[src/rtl/rasr_pkg.sv]
`default_nettype none
package rasr_pkg;

  localparam int unsigned DataW = 32;
  localparam int unsigned WidthDefault = 32;

  typedef enum logic [1:0] {
    MODE_REDUCE = 2'd0,
    MODE_ADD    = 2'd1,
    MODE_SUB    = 2'd2,
    MODE_EQ     = 2'd3
  } mode_t;

  typedef enum logic [3:0] {
    ST_IDLE,
    ST_LOAD_A,
    ST_RED_START,
    ST_RED_WAIT,
    ST_STORE_A,
    ST_LOAD_B,
    ST_STORE_B,
    ST_MUL,
    ST_SUM,
    ST_LOAD_R,
    ST_FINISH,
    ST_OUT
  } state_t;

  // reduction unit: gcd, then two divisions
  typedef enum logic [2:0] {
    RU_IDLE,
    RU_GCD,
    RU_DIVN,
    RU_DIVD,
    RU_DONE
  } ru_state_t;

  // operand select for the reduction unit
  typedef enum logic [1:0] {
    SRC_A,
    SRC_B,
    SRC_SUM
  } src_t;

  typedef struct packed {
    logic  capture;
    logic  load;
    src_t  src;
    logic  red_start;
    logic  store_a;
    logic  store_b;
    logic  mul;
    logic  sum;
    logic  finish;
    logic  out_take;
  } cmd_t;

  typedef struct packed {
    logic  red_done;
    mode_t mode;
  } sts_t;

endpackage
`default_nettype wire

[src/rtl/rasr_ctrl.sv]
`default_nettype none
module rasr_ctrl (
  input  wire logic           clk,
  input  wire logic           rst,
  input  wire logic           in_valid,
  output logic                in_ready,
  output logic                out_valid,
  input  wire logic           out_ready,
  input  wire rasr_pkg::sts_t sts,
  output rasr_pkg::cmd_t      cmd
);
  import rasr_pkg::*;

  state_t state, state_next;
  // set once operand b has gone to the reduction unit
  logic second, second_next;

  always_ff @(posedge clk) begin
    if (rst) begin
      state <= ST_IDLE;
      second <= 1'b0;
    end else begin
      state <= state_next;
      second <= second_next;
    end
  end

  always_comb begin
    state_next = state;
    second_next = second;
    cmd = '0;
    cmd.src = SRC_A;
    in_ready = (state == ST_IDLE);
    out_valid = (state == ST_OUT);
    case (state)
      ST_IDLE: if (in_valid) begin
        cmd.capture = 1'b1;
        state_next = ST_LOAD_A;
      end
      ST_LOAD_A: begin
        cmd.load = 1'b1;
        cmd.src = SRC_A;
        second_next = 1'b0;
        state_next = (sts.mode == MODE_EQ) ? ST_FINISH : ST_RED_START;
      end
      ST_RED_START: begin
        cmd.red_start = 1'b1;
        state_next = ST_RED_WAIT;
      end
      ST_RED_WAIT: if (sts.red_done) begin
        if (sts.mode == MODE_REDUCE || second) state_next = ST_FINISH;
        else state_next = ST_STORE_A;
      end
      ST_STORE_A: begin
        cmd.store_a = 1'b1;
        state_next = ST_LOAD_B;
      end
      ST_LOAD_B: begin
        cmd.load = 1'b1;
        cmd.src = SRC_B;
        state_next = ST_STORE_B;
      end
      ST_STORE_B: begin
        // wait a pass through reduction for b
        if (!second) begin
          cmd.red_start = 1'b1;
          second_next = 1'b1;
        end else if (sts.red_done) begin
          cmd.store_b = 1'b1;
          state_next = ST_MUL;
        end
      end
      ST_MUL: begin
        cmd.mul = 1'b1;
        state_next = ST_SUM;
      end
      ST_SUM: begin
        cmd.sum = 1'b1;
        state_next = ST_LOAD_R;
      end
      ST_LOAD_R: begin
        cmd.load = 1'b1;
        cmd.src = SRC_SUM;
        state_next = ST_RED_START;
      end
      ST_FINISH: begin
        cmd.finish = 1'b1;
        state_next = ST_OUT;
      end
      ST_OUT: if (out_ready) begin
        cmd.out_take = 1'b1;
        state_next = ST_IDLE;
      end
      default: state_next = ST_IDLE;
    endcase
  end

  one_side: assert property (@(posedge clk) disable iff (rst)
    !(in_ready && out_valid))
    else $error("input and output open together");
  out_hold: assert property (@(posedge clk) disable iff (rst)
    (out_valid && !out_ready) |=> out_valid)
    else $error("result dropped");
  take_then_idle: assert property (@(posedge clk) disable iff (rst)
    (out_valid && out_ready) |=> in_ready)
    else $error("not idle after transfer");

endmodule
`default_nettype wire

[config.mk]
export PLATFORM = sky130hd
export DESIGN_NAME = rasr_ctrl
export DESIGN_NICKNAME = d
export VERILOG_FILES = /design/src/rtl/rasr_pkg.sv /design/src/rtl/rasr_ctrl.sv
export SDC_FILE = /design/constraint.sdc
export NUM_CORES = 1
export LEC_CHECK = 0
export BUFFER_PORTS_ARGS = -buffer_cell sky130_fd_sc_hd__buf_2
export CELL_PAD_IN_SITES_DETAIL_PLACEMENT = 0
export CELL_PAD_IN_SITES_GLOBAL_PLACEMENT = 1
export CORE_MARGIN = 2
export CORE_UTILIZATION = 33
export CTS_CLUSTER_SIZE = 24
export DETAILED_ROUTE_END_ITERATION = 8
export PLACE_DENSITY = 0.79
export SYNTH_ARGS = -nofsm -noshare
export SYNTH_HDL_FRONTEND = slang
export SYNTH_SLANG_ARGS = --single-unit
[constraint.sdc]
create_clock -name clk -period 2 [get_ports clk]
set_input_delay 0.4 -clock clk [delete_from_list [all_inputs] [get_ports clk]]
set_output_delay 0.4 -clock clk [all_outputs]
set_load 0.03 [all_outputs]
Word level (Yosys, flattened, before mapping). Index checks and enable logic that the tools add are counted.

Equality and inequality tests: 17. Mux-type cells: 23. Reduce and logical (&&, ||, !) cells: 5.

Operators by type and width (number): $pmux W4 S12 (1); $mux W4 (7); $eq A4 B3 Y1 const B (4); $eq A4 B4 Y1 const B (4); $mux W1 (12); $pmux W3 S3 (1); $eq A4 B2 Y1 const B (2); $ne A2 B2 Y1 const B (4); $reduce_and A5 Y1 (1); $eq A4 B1 Y1 const B (1); $logic_not A4 Y1 (1); $pmux W1 S2 (2); $eq A2 B2 Y1 const B (1); $logic_not A2 Y1 (1); $ne A2 B1 Y1 const B (1); $reduce_bool A2 Y1 (1); $logic_or A1 B1 Y1 (1).

Register bits after elaboration: 5. Input port bits: 7. Output and inout bits: 13. Word-level logic and storage cells: 47.

Logic depth before layout (Yosys ltp). Gate-level depths: netlist of the first run.

Depth after elaboration: 5. Depth in mapped cells: 5.

Worst setup path before layout of the first run. OpenSTA, ideal clock, no wires.

Path kind: register to output. From: reg state[2]. To: out cmd[10] (netlist bit). Data arrival time: 1.965 ns. Data required time: 1.600 ns. Setup slack: -0.365 ns. Stages on the path, launching flop included: 4. Path through: dfxtp_1 -> clkbuf_1 -> nor4_1 -> and2_1.

RTL lines: from (decl) (line rasr_ctrl.sv:14) `state_t state, state_next;`; from (signal assigned) (line rasr_ctrl.sv:23) `state <= state_next;`; to (decl) (line rasr_ctrl.sv:10) `output rasr_pkg::cmd_t cmd`.

==> results.cfg, run 1 <==
[outcome]
status = completed

[sta]
drv_slew = 0
finalCriticalPeriod_ns = 1.86
slew_headroom_pct = 69.7
period_share_pct = 93.1
max_freq_mhz = 537
hold_viol_final = 0
tightest_slew_ns = 0.454
finClkSkew_ns = 0.000133
rsz0062_at_grt = no
setup_viol = 0
setup_ws_ns = 0.138

[clocking]
ctsResizeCount = 0
clk_latency_ns = 0.24
cts_buffer_depth = 2
root_buffer = clkbuf_4
cts_setup_buffers = 0
clkTransAtPathRegs_ns = 0.04
clkSinkCount = 5
cts_tree = built
cts.hold.buffers_added = 0
h-tree-depth = 1
cts_made_buffers = 3

[layout]
layout.cells.non_filler = 98
utilization_pct = 46.1
multiInputGateArea_um2 = 333
fin_nets = 91
areaGrowthSynthToFinish_pct = 29.8
seq_area_um2 = 100
layout_commonest_cell = buf_2
antenna_cells = 0
finalInstanceArea_um2 = 599
nFillCells = 145
layout-drive-gt1-share_pct = 39.8

[floorplan]
die_h_um = 41.4
fp.dieW_um = 41.4
boundaryPins = 20
start_util_pct = 35.5
dieArea_mm2 = 0.00171
core_area_mm2 = 0.00130
rows = 13

[setup_path]
startpoint = state[3]
endpoint = cmd[10]
cp_slowest_stage_delay_ns = 0.43
end_kind = primary output
critPathLaunchType = flip-flop
path_cells = buf_4, nor4_2, and2_1, buf_2
rr_endpoint = state[3]
cp_data_arrival_time_ns = 1.46
regToRegSetupSlack_ns = 0.59
cp.depth = 4
cp_slowest_cell = dfxtp_1
crit_type = reg -> out
critical_path.top_delay_family = flip-flops
cp_num_buf_inv = 2
reg2reg_depth = 5
path_max_fanout = 12
required_ns = 1.60
rr_startpoint = state[3]

[route]
via_per_inst = 5.40
routedWlPerCell_um = 11.8
drt_first_iter_violations = 11
ant_nets = 0
vias = 529
drt_wl_total_um = 1160
first_pass_iters = 4
drc_errors = 0

[pwr]
leakagePower_uw = 0.000262
power_density_mw_per_mm2 = 623
ir_drop_mv = 0.375

[placed_design]
io_buffers = 19
dp_cells = 94
place.gp.congestion = 0.773
postPlaceCellArea_um2 = 573
place_hpwl_um = 857
pre_cts_ws_ns = 0.385

[logic_synthesis]
syn_nets = 69
synth_top_family_by_area = simple AND/OR/NAND/NOR gates
yosys-mux-area-fraction_pct = 2.17
synth_cells = 62
synthXorXnorAreaFrac_pct = 0
yosys.cell_types.count = 31
synth_top_cell_area_share_pct = 21.7
avgSynthCellArea_um2 = 7.45
yosys.area_share.simple_pct = 39.3
synth_fa_ha_area_share_pct = 0
synth_seq_cells = 5
synthTopCellsByArea = dfxtp_1 22%, a21oi_1 5.4%, o21ai_0 5.4%
netlist_area_um2 = 462
synth-compound-area-share_pct = 27.9
synth_top_cell_by_area = dfxtp_1
synth_seq_area_share_pct = 21.7
yosysWarningCount = 0

[global_route]
antenna_found_initial = 0
grt_usage_pct = 13.7
grt_overflow = 0
grt_max_degree = 13
grt_pass1_vias = 425
grt_first_pass_wirelength_um = 1810

[flow_run]
cap_violations = 0

[hold_path]
min-delay-path-class = in -> reg
-- cells in the mapped netlist --
cell / number
o22ai_1: 1
buf_4: 1
nand2_4: 1
nand2b_1: 3
clkbuf_1: 2
nor4b_1: 1
o211ai_1: 1
nand4_1: 1
dfxtp_1: 5
a211o_1: 2
nor4_1: 2
a31oi_1: 1
nor3_1: 2
nand3_1: 4
and3_2: 1
a21boi_0: 1
mux2i_1: 1
and2_1: 2
nor3b_2: 1
buf_6: 2
and2_4: 1
nor2_1: 5
a41oi_1: 1
nand2_1: 5
inv_1: 1
a221oi_2: 1
o21ba_2: 1
and4_1: 1
or3_1: 1
a21oi_1: 5
o21ai_0: 5
-- power breakdown --
group	total (uW)	internal, uW	leakage, uW	switching (uW)
clock network	117	75.4	0.0000150	41.2
logic	136	50.9	0.000206	84.8
registers	121	107	0.0000408	14.1
-- layout make-up --
type | count | share of cell area (%)
timing repair buffer | 22 | 19.6
clock buffer | 4 | 4.38
tap | 15 | 3.13
sequential | 5 | 16.7
inverter | 1 | 0.626
multi-input combinational | 51 | 55.5
-- layer usage --
layer	global-route usage [%]	part of all wire, %
met4	5.81	0
met1	16.1	49
met5	0	0
met3	7.39	4.6
met2	20.6	46
-- worst min-delay path by stage --
stage	cells past startpoint	startpoint	endpoint	slack, ns
floorplan	1	rst	state[3]	0.47
global placement	2	second	second	0.55
detailed placement	2	second	second	0.54
CTS	2	rst	state[3]	0.39
global route	2	rst	state[3]	0.41
finish	2	rst	state[3]	0.40
-- kinds of logic after synthesis --
kind of cell | count (synthesis)
muxes | 1
and+or+nand+nor | 31
buffers and inverters | 6
AOI/OAI and AO/OA | 19
DFF | 5
-- flip-flops by register name, indices dropped and copies added, names as in the netlist --
register	count
state	4
second	1
-- metrics by stage --
step	TNS, ns	hold WS, ns	power [uW]
2_1_floorplan	-0.00132	0.466	228
3_3_place_gp	0	0.545	259
3_5_place_dp	0	0.537	259
4_1_cts	0	0.387	382
5_1_grt	0	0.405	402
6_report	0	0.401	374
Power figures use the tool's default switching activity.
==> run 2, diff against run 1 <==
ABC_AREA = 1   (was default)
CORE_ASPECT_RATIO = 1.1   (was default)
CORE_UTILIZATION = 30   (was 33)
PLACE_DENSITY = 0.78   (was 0.79)
==> results.cfg, run 2 <==
[pwr]
power_density_mw_per_mm2 = 651
ir_drop_mv = 0.428
finalPower_uw = 377
leakagePower_uw = 0.000322

[layout]
layout_commonest_cell = buf_2
antenna_cells = 0
fin_nets = 107
seq_area_um2 = 100
layout.cells.non_filler = 115
largest_reg_flops = 4
areaGrowthSynthToFinish_pct = 32.3
multiInputGateArea_um2 = 289
reg.largest.list = state: 4 flops, second: 1 flops
top_register = state
final_cell_mix = 19 x buf_2, 18 x nand2_1, 14 x nor2_1
nFillCells = 168
layout-drive-gt1-share_pct = 34.3
finalInstanceArea_um2 = 579

[placed_design]
place_hpwl_um = 926
pre_cts_ws_ns = 0.455
place.gp.congestion = 0.763
io_buffers = 19
postPlaceCellArea_um2 = 553
dp_cells = 111

[sta]
tightest_slew_ns = 0.270
rsz0062_at_grt = no
fin_setup_tns_ns = 0
period_share_pct = 88.5
finalCriticalPeriod_ns = 1.77
drv_slew = 0
hold_viol_final = 0
setup_ws_ns = 0.231
max_freq_mhz = 565
slew_headroom_pct = 81.9
setup_viol = 0
finClkSkew_ns = 0.00185

[logic_synthesis]
synthFlopType = dfxtp_1
avgSynthCellArea_um2 = 5.76
synth-compound-area-share_pct = 13.4
yosys.cell_types.count = 17
synthTopCellsByArea = dfxtp_1 23%, nand2_1 15%, nor2_1 12%
synth_seq_area_share_pct = 22.9
yosys-mux-area-fraction_pct = 0
synth_top_family_by_area = simple AND/OR/NAND/NOR gates
syn_nets = 83
yosysWarningCount = 0
synthXorXnorAreaFrac_pct = 0
synth_seq_cells = 5
synth_top_cell_by_area = dfxtp_1
synth_cells = 76
synth.most_common_cell = nand2_1
synth_edf_count = 0
synth_common_cells = 18 x nand2_1, 14 x nor2_1, 10 x inv_1
netlist_area_um2 = 438
synth_fa_ha_area_share_pct = 0
async_flop_share_pct = 0
yosys.area_share.simple_pct = 52.6
synth_top_cell_area_share_pct = 22.9

[clocking]
cts.hold.buffers_added = 0
cts_buffer_depth = 2
cts_tree = built
cts_setup_buffers = 0
clkSinkCount = 5
h-tree-depth = 1
clkTransAtPathRegs_ns = 0.04
root_buffer = clkbuf_4
ctsResizeCount = 0
cts_made_buffers = 3
clk_latency_ns = 0.24

[setup_path]
end_kind = primary output
required_ns = 1.60
path_max_fanout = 4
crit_type = reg -> out
critPathLaunchType = flip-flop
cp_data_arrival_time_ns = 1.37

[global_route]
grt_overflow = 0
grt_usage_pct = 15.7
antenna_found_initial = 0
grt_first_pass_wirelength_um = 1860
grt_pass1_vias = 465
grt_max_degree = 8

[route]
drt_wl_total_um = 1110
vias = 514
ant_nets = 0
routedWlPerCell_um = 9.63
drc_errors = 0
drt_first_iter_violations = 10
first_pass_iters = 3
via_per_inst = 4.47

[floorplan]
fp.dieW_um = 40.4
start_util_pct = 32.1
core_area_mm2 = 0.00137
rows = 14
dieArea_mm2 = 0.00178
boundaryPins = 20
die_h_um = 44.1

[outcome]
status = completed

[flow_run]
cap_violations = 0

[hold_path]
min-delay-path-class = in -> reg
==> run 2: power breakdown <==
part | switching [uW] | internal, uW
Clock | 39.3 | 75.3
Combinational | 98.3 | 43.2
Sequential | 13.1 | 108
Total | 151 | 226
==> run 2: logic make-up (layout without fill, tap and decap cells) <==
kind of cell / after synthesis / after routing
AO/OA/AOI/OAI: 10 / 10
AND/OR/NAND/NOR: 48 / 48
flip-flops: 5 / 5
buffers and inverters: 13 / 36
==> run 2: critical path, cell delays in order (launching register included) <==
cell and delay (ns):
dfxtp_1 0.41, inv_1 0.08, nor2_1 0.23, nand2_1 0.11
nor2_1 0.09, buf_2 0.20
==> run 2: final cells by class <==
type / count / area share (%)
Multi-Input combinational cell: 58 / 49.9
Sequential cell: 5 / 17.3
Timing Repair Buffer: 19 / 16.4
Inverter: 13 / 8.42
Clock buffer: 4 / 4.54
Tap cell: 16 / 3.46
==> run 2: path summary, 6_finish.rpt <==
kind              startpoint        to  slack, ns  cells past startpoint
setup / recovery    state[1]    cmd[4]       0.23                      5
hold / removal           rst  state[1]       0.38                      2
setup reg to reg    state[1]  state[1]       0.76                      7
hold reg to reg       second    second       0.53                      2
==> run 2: stage by stage <==
| step | hold WS (ns) | util (%) |
|---|---|---|
| floorplan | 0.462 | - |
| global placement | 0.554 | 40.5 |
| detailed placement | 0.523 | 40.5 |
| CTS | 0.364 | 42.4 |
| global route | 0.375 | 42.4 |
| finish | 0.378 | 42.4 |
==> run 2: layer usage <==
layer | vias to the layer above | routed length [um] | global-route usage, %
li1 | 284 | - | -
met1 | 217 | 520 | 19.7
met2 | 11 | 519 | 22.9
met3 | 2 | 59 | 3.02
met4 | 0 | 10 | 12.0
met5 | - | 0 | 0
